$ cat config.mk
export PLATFORM = sky130hd
export DESIGN_NAME = cdr_ctrl
export DESIGN_NICKNAME = d
export VERILOG_FILES = /design/src/cdr_pkg.sv /design/src/cdr_ctrl.sv
export SDC_FILE = /design/constraint.sdc
export NUM_CORES = 1
export LEC_CHECK = 0
export BUFFER_PORTS_ARGS = -buffer_cell sky130_fd_sc_hd__buf_2
export CORE_UTILIZATION = 46
export DETAILED_ROUTE_END_ITERATION = 8
export PLACE_DENSITY = 0.84
export REMOVE_ABC_BUFFERS = 1
export SLEW_MARGIN = 20
export SYNTH_ARGS = -nofsm -noshare
export SYNTH_HDL_FRONTEND = slang
export SYNTH_SLANG_ARGS = --single-unit
$ cat constraint.sdc
create_clock -name clk_i -period 4.61 [get_ports clk_i]
set_clock_uncertainty 0.2 [all_clocks]
set_input_delay 0.461 -clock clk_i [delete_from_list [all_inputs] [get_ports clk_i]]
set_output_delay 0.461 -clock clk_i [all_outputs]
set_load 0.01 [all_outputs]
$ cat src/cdr_pkg.sv
// Shared types, constants and helpers for the captive DNS responder.
package cdr_pkg;

  localparam int unsigned HdrBytes  = 12;
  localparam int unsigned AnsTail   = 14;
  localparam logic [7:0]  FlagQr    = 8'h80;
  localparam logic [7:0]  FlagTc    = 8'h02;

  localparam logic [2:0] VerdictOk     = 3'd0;
  localparam logic [2:0] VerdictLong   = 3'd1;
  localparam logic [2:0] VerdictShort  = 3'd2;
  localparam logic [2:0] VerdictNotQry = 3'd3;
  localparam logic [2:0] VerdictTrunc  = 3'd4;
  localparam logic [2:0] VerdictBadQ   = 3'd5;
  localparam logic [2:0] VerdictBig    = 3'd6;

  localparam logic [1:0] RkVerdict = 2'd0;
  localparam logic [1:0] RkByte    = 2'd1;
  localparam logic [1:0] RkNone    = 2'd2;

  typedef struct packed {
    logic       store;
    logic       rd_np;
    logic       copy_init;
    logic       rq_wr;
    logic       qstart_load;
    logic       q_init;
    logic       name_step;
    logic       name_copy_init;
    logic       tail_wr;
    logic       q_next;
    logic       pull_out;
    logic       verdict_out;
    logic [2:0] verdict;
  } cmd_t;

  typedef struct packed {
    logic out_busy;
    logic overflow;
    logic too_short;
    logic not_query;
    logic trunc;
    logic len_big;
    logic qrem_zero;
    logic np_past;
    logic lbl_ptr;
    logic lbl_resv;
    logic lbl_end;
    logic ptr_past;
    logic foot_past;
    logic reply_big;
    logic copy_done;
    logic name_done;
    logic tail_done;
  } sts_t;

  // Answer bytes after the name: type A, class IN, TTL 0, rdlength 4, address.
  function automatic logic [7:0] tail_byte(input logic [3:0] k, input logic [31:0] ip);
    logic [7:0] b;
    unique case (k)
      4'd1, 4'd3: b = 8'd1;
      4'd9:       b = 8'd4;
      4'd10:      b = ip[31:24];
      4'd11:      b = ip[23:16];
      4'd12:      b = ip[15:8];
      4'd13:      b = ip[7:0];
      default:    b = 8'd0;
    endcase
    return b;
  endfunction

endpackage

$ cat src/cdr_ctrl.sv
// Controller: sequences loading, validation walk, reply build and readout.
module cdr_ctrl import cdr_pkg::*; (
  input  logic clk_i,
  input  logic rst_ni,
  input  logic in_valid_i,
  input  logic in_kind_i,
  input  logic in_last_i,
  output logic in_ready_o,
  input  sts_t sts_i,
  output cmd_t cmd_o
);

  localparam logic [3:0] StIdle   = 4'd0;
  localparam logic [3:0] StPull   = 4'd1;
  localparam logic [3:0] StJudge  = 4'd2;
  localparam logic [3:0] StCrd    = 4'd3;
  localparam logic [3:0] StCwr    = 4'd4;
  localparam logic [3:0] StQload  = 4'd5;
  localparam logic [3:0] StQstart = 4'd6;
  localparam logic [3:0] StNrd    = 4'd7;
  localparam logic [3:0] StNex    = 4'd8;
  localparam logic [3:0] StFoot   = 4'd9;
  localparam logic [3:0] StNcrd   = 4'd10;
  localparam logic [3:0] StNcwr   = 4'd11;
  localparam logic [3:0] StTail   = 4'd12;

  logic [3:0] state_q, state_d;
  logic       accept;

  assign in_ready_o = (state_q == StIdle) && !sts_i.out_busy;
  assign accept     = in_valid_i && in_ready_o;

  always_comb begin
    state_d = state_q;
    cmd_o   = '0;
    unique case (state_q)
      StIdle: begin
        if (accept) begin
          if (in_kind_i) begin
            state_d = StPull;
          end else begin
            cmd_o.store = 1'b1;
            if (in_last_i) state_d = StJudge;
          end
        end
      end
      StPull: begin
        cmd_o.pull_out = 1'b1;
        state_d        = StIdle;
      end
      StJudge: begin
        cmd_o.verdict_out = 1'b1;
        state_d           = StIdle;
        priority if (sts_i.overflow)  cmd_o.verdict = VerdictLong;
        else if (sts_i.too_short)     cmd_o.verdict = VerdictShort;
        else if (sts_i.not_query)     cmd_o.verdict = VerdictNotQry;
        else if (sts_i.trunc)         cmd_o.verdict = VerdictTrunc;
        else if (sts_i.len_big)       cmd_o.verdict = VerdictBig;
        else begin
          cmd_o.verdict_out = 1'b0;
          cmd_o.copy_init   = 1'b1;
          state_d           = StCrd;
        end
      end
      StCrd: state_d = sts_i.copy_done ? StQload : StCwr;
      StCwr: begin
        cmd_o.rq_wr = 1'b1;
        state_d     = StCrd;
      end
      StQload: begin
        cmd_o.qstart_load = 1'b1;
        state_d           = StQstart;
      end
      StQstart: begin
        if (sts_i.qrem_zero) begin
          cmd_o.verdict_out = 1'b1;
          cmd_o.verdict     = VerdictOk;
          state_d           = StIdle;
        end else begin
          cmd_o.q_init = 1'b1;
          state_d      = StNrd;
        end
      end
      StNrd: begin
        cmd_o.rd_np = 1'b1;
        if (sts_i.np_past) begin
          cmd_o.verdict_out = 1'b1;
          cmd_o.verdict     = VerdictBadQ;
          state_d           = StIdle;
        end else begin
          state_d = StNex;
        end
      end
      StNex: begin
        priority if (sts_i.lbl_ptr && sts_i.ptr_past) begin
          cmd_o.verdict_out = 1'b1;
          cmd_o.verdict     = VerdictBadQ;
          state_d           = StIdle;
        end else if (sts_i.lbl_ptr || sts_i.lbl_end) begin
          cmd_o.name_step = 1'b1;
          state_d         = StFoot;
        end else if (sts_i.lbl_resv) begin
          cmd_o.verdict_out = 1'b1;
          cmd_o.verdict     = VerdictBadQ;
          state_d           = StIdle;
        end else begin
          cmd_o.name_step = 1'b1;
          state_d         = StNrd;
        end
      end
      StFoot: begin
        priority if (sts_i.foot_past) begin
          cmd_o.verdict_out = 1'b1;
          cmd_o.verdict     = VerdictBadQ;
          state_d           = StIdle;
        end else if (sts_i.reply_big) begin
          cmd_o.verdict_out = 1'b1;
          cmd_o.verdict     = VerdictBig;
          state_d           = StIdle;
        end else begin
          cmd_o.name_copy_init = 1'b1;
          state_d              = StNcrd;
        end
      end
      StNcrd: state_d = sts_i.name_done ? StTail : StNcwr;
      StNcwr: begin
        cmd_o.rq_wr = 1'b1;
        state_d     = StNcrd;
      end
      StTail: begin
        cmd_o.tail_wr = 1'b1;
        if (sts_i.tail_done) begin
          cmd_o.q_next = 1'b1;
          state_d      = StQstart;
        end
      end
      default: state_d = StIdle;
    endcase
  end

  always_ff @(posedge clk_i or negedge rst_ni) begin
    if (!rst_ni) begin
      state_q <= StIdle;
    end else begin
      state_q <= state_d;
    end
  end

endmodule

Yosys cells after proc, flatten, opt, wreduce, memory -nomap -nowiden

Index checks and enable logic that the tools add are counted.

Bits in latches: 0
Memory bits (writable): 0
Output and inout port bits: 16
Logic and storage cells: 85
Bits in registers: 4
Memories kept: 0
Memory bits (read-only): 0

Shift operators: 0
Add/sub/neg operators: 0
Mux-type cells: 61
Magnitude comparators: 0
Reduce and logical (&&, ||, !) cells: 8
Divide/modulo/power cells: 0
Equality and inequality tests: 15
Multipliers: 0
Bitwise gates (word level): 0

Operators by type and width:

| cell                                          | number |
|---|---|
| two-way mux 4 bit                             | 16 |
| case mux 4 bit (12 select lines)              | 1 |
| two-way mux 1 bit                             | 29 |
| two-way mux 3 bit                             | 8 |
| == test 4 bit, second input constant          | 5 |
| case mux 4 bit (5 select lines)               | 1 |
| == test 4 x 3 -> 1 bit, second input constant | 4 |
| two-way mux 2 bit                             | 6 |
| == test 4 x 2 -> 1 bit, second input constant | 2 |
| == test 4 x 1 -> 1 bit, second input constant | 1 |
| zero test 4 bit                               | 1 |
| != test 2 bit, second input constant          | 2 |
| logical AND 1 bit                             | 3 |
| != test 3 bit, second input constant          | 1 |
| AND reduction 3 bit                           | 1 |
| OR reduction 2 bit                            | 1 |
| zero test 1 bit                               | 1 |
| logical OR 1 bit                              | 1 |

Longest topological paths before layout

Word-level depth: 6
Gate-level depth with buffers: 5
Depth with buffers taken out: 4

Worst setup path after synthesis

No wires, ideal clock.

Kind: register -> output
Start point: reg state_q[0]
End point: out cmd_o[14] in the netlist's numbering
Path slack: 2.648 ns
Cell stages (with the launch flop): 4
Path buffers: 0
Arrival time: 1.301 ns
Cells stage by stage: dfrtp_1 or2_1 nor3_1 and3b_1

RTL lines:

| item                   | RTL line        | RTL |
|---|---|---|
| start, declared        | cdr_ctrl.sv:27  | `logic [3:0] state_q, state_d;` |
| start signal, assigned | cdr_ctrl.sv:143 | `state_q <= StIdle;` |
| start signal, assigned | cdr_ctrl.sv:145 | `state_q <= state_d;` |
| end, declared          | cdr_ctrl.sv:10  | `output cmd_t cmd_o` |

==> results.py <==
metrics = {
    "run_status": {
        "outcome": "finished, final reports clean",
    },
    "power": {
        "cellPowerDensity_nw_per_um2": 357,
        "power.share.sequential_pct": 26.6,
        "p_clk_share_pct": 15.9,
        "p_int_mw": 0.158,
        "combPwrFrac_pct": 57.5,
        "p_leak_nw": 0.417,
        "ir_worst_vdd_mv": 0.178,
        "power.switching_mw": 0.145,
        "fin_total_pwr_mw": 0.303,
        "switching_share_pct": 47.9,
    },
    "min_path": {
        "hp-class": "in2reg",
    },
    "sta": {
        "fin_ws_ps": 2000,
        "layout_min_cycle_time_ps": 2610,
        "slew-limit-headroom_pct": 63.5,
        "setup_viol": 0,
        "holdWs_ps": 309,
        "fin_tns_setup_ps": 0,
        "fmax_ghz": 0.383,
        "rsz0062_at_grt": "false",
        "worst_pin_slew_ps": 548,
        "period_share_pct": 56.7,
        "finalHoldViolations": 0,
        "final_max_slew_viol_count": 0,
    },
    "global_route": {
        "gr-total-overflow": 0,
        "grt_pass1_vias": 617,
        "grt_usage_pct": 26.7,
        "grt_pass1_wl_um": 2700,
        "antenna_found_initial": 0,
        "grt_max_degree": 16,
    },
    "worst_setup_path": {
        "crit_chain": "or2b_1 > nor2_2 > a222oi_1 > o41ai_1 > buf_2",
        "crit_slowest_cell": "dfrtp_1",
        "required_ps": 3950,
        "end_kind": "primary output",
        "arrival_ps": 1950,
        "slowest_delay_ps": 520,
        "critPathKind": "reg2out",
        "startpoint_type": "flip-flop",
        "worstPathMaxFanout": 15,
    },
    "layout": {
        "area_delta_synth_final_pct": 31.5,
        "largest_register_ffs": 4,
        "max_flop_register": "state_q",
        "stdcell_count": 145,
        "top_regs": "state_q: 4 flops",
        "drive_gt1_share_pct": 39.2,
        "design_area_um2": 851,
        "nets": 154,
        "nFillCells": 125,
        "final_util_pct": 65.4,
        "diodes": 0,
    },
    "floorplanning": {
        "num_rows": 13,
        "core-area_um2": 1300,
        "die_area_um2": 1560,
        "initial_utilization_pct": 49.7,
        "ioPinCount": 38,
        "die_x_um": 39.5,
        "die_h_um": 39.5,
    },
    "drt": {
        "wl_per_cell_um": 12.9,
        "top_layer": "met4",
        "ant_nets": 0,
        "initialDrtViolationCount": 30,
        "drt_wl_total_um": 1870,
        "dr.pass1.iters": 4,
        "met2WireLength_um": 916,
        "drt-met1-wl_um": 813,
        "vias_per_cell": 5.77,
        "num_vias": 837,
        "route.met3.wl_um": 108,
        "drc_errors": 0,
    },
    "synthesis": {
        "ys_types": 42,
        "async_flop_share_pct": 100,
        "yosys-top-cells-area": "dfrtp_1 (15%), nor2_1 (8.1%), nor3_1 (5.4%)",
        "yosysSeqAreaShare_pct": 15.5,
        "synth-main-ff-cell": "dfrtp_1",
        "synthTopCellsByCount": "nor2_1 (14), nor3_1 (7), nand2_1 (6), a21oi_1 (5), inv_1 (5)",
        "synth_edf_count": 0,
        "syn_inst": 93,
        "syn-cell-area_um2": 647,
        "syn_area_per_cell_um2": 6.96,
        "yosysWarnings": 0,
        "synth_top_area_share_pct": 15.5,
        "synth_top_cell_by_area": "dfrtp_1",
        "synth_most_common_cell": "nor2_1",
        "ys_ff_latch": 4,
    },
    "clock_network": {
        "clkSinkCount": 4,
        "postCtsSetupRepairBufs": 0,
        "h-tree-depth": 1,
        "cts_buffer_depth": 2,
        "clk_latency_ps": 250,
        "cts-root-buf": "clkbuf_4",
        "cts_resized": 0,
        "clkTransAtPathRegs_ps": 50,
        "cts_hold_buf": 1,
        "tritoncts": "built",
        "tritoncts.num_buffers": 3,
    },
    "placement": {
        "gp_congestion": 0.879,
        "placed_cells": 141,
        "hpwl_um": 1470,
        "io_buffers": 37,
        "dpl-instance-area_um2": 818,
        "dpl_worst_slack_ps": 2280,
    },
    "run": {
        "cap_violations": 0,
    },
}
## cell type report
class | count | area [um^2] | area share (%)
well taps | 15 | 18.8 | 2.21
flip-flops and latches | 4 | 100 | 11.8
inverters | 6 | 22.5 | 2.65
multi-input cells | 79 | 492 | 57.8
repair buffers | 38 | 195 | 22.9
clock buffers | 3 | 22.5 | 2.65
## routing by layer
metal | vias up | global-route usage, %
met2 | 38 | 41.8
li1 | 418 | -
met1 | 376 | 34.2
met3 | 5 | 5.11
met5 | - | 0
met4 | 0 | 12.9
## path summary, 6_finish.rpt
| check | start | end | slack (ps) | cells past startpoint |
|---|---|---|---|---|
| max in group asynchronous | rst_ni | state_q[0] | 3730 | 2 |
| worst max register to register | state_q[0] | state_q[1] | 2810 | 4 |
| worst min-delay path | sts_i[9] | state_q[3] | 310 | 2 |
| worst min register to register | state_q[3] | state_q[3] | 630 | 2 |
| worst max-delay path | state_q[2] | cmd_o[3] | 2000 | 5 |
| min in group asynchronous | rst_ni | state_q[1] | 350 | 2 |
## critical path: cells and delay by family (launching register included)
kind / cells / cell delay (ps)
compound gates: 2 / 610
buf+inv: 1 / 170
simple gates: 2 / 410
flops: 1 / 520
## cell usage in the layout, fill, tap and decap left out, drive strengths merged, types with 2 or more instances in the layout
cell,count
buf,37
nor2,16
nor3,7
nand2,7
inv,6
a21oi,5
o21ai,4
dfrtp,4
nand2b,4
nor2b,3
o211ai,3
nand3,3
clkbuf,3
or2,3
o31a,3
a22oi,2
and2,2
o22ai,2
## logic make-up (layout without fill, tap and decap cells)
| family | Yosys count | in the layout | synth area share [%] |
|---|---|---|---|
| muxes | 1 | 1 | 1.55 |
| AOI/OAI and AO/OA | 29 | 29 | 33.7 |
| buffers and inverters | 10 | 47 | 8.51 |
| DFF | 4 | 4 | 15.5 |
| and+or+nand+nor | 49 | 49 | 40.8 |
## power groups by stage
stage | clock [mW] | combinational [mW] | sequential [mW]
after global routing | 0.0503 | 0.195 | 0.0824
after floorplan | 0 | 0.124 | 0.0705
after CTS | 0.0475 | 0.175 | 0.0796
after global placement | 0 | 0.167 | 0.0776
final | 0.0482 | 0.175 | 0.0806
after detailed placement | 0 | 0.174 | 0.0799
No activity file was read; power rests on OpenSTA's default activity.
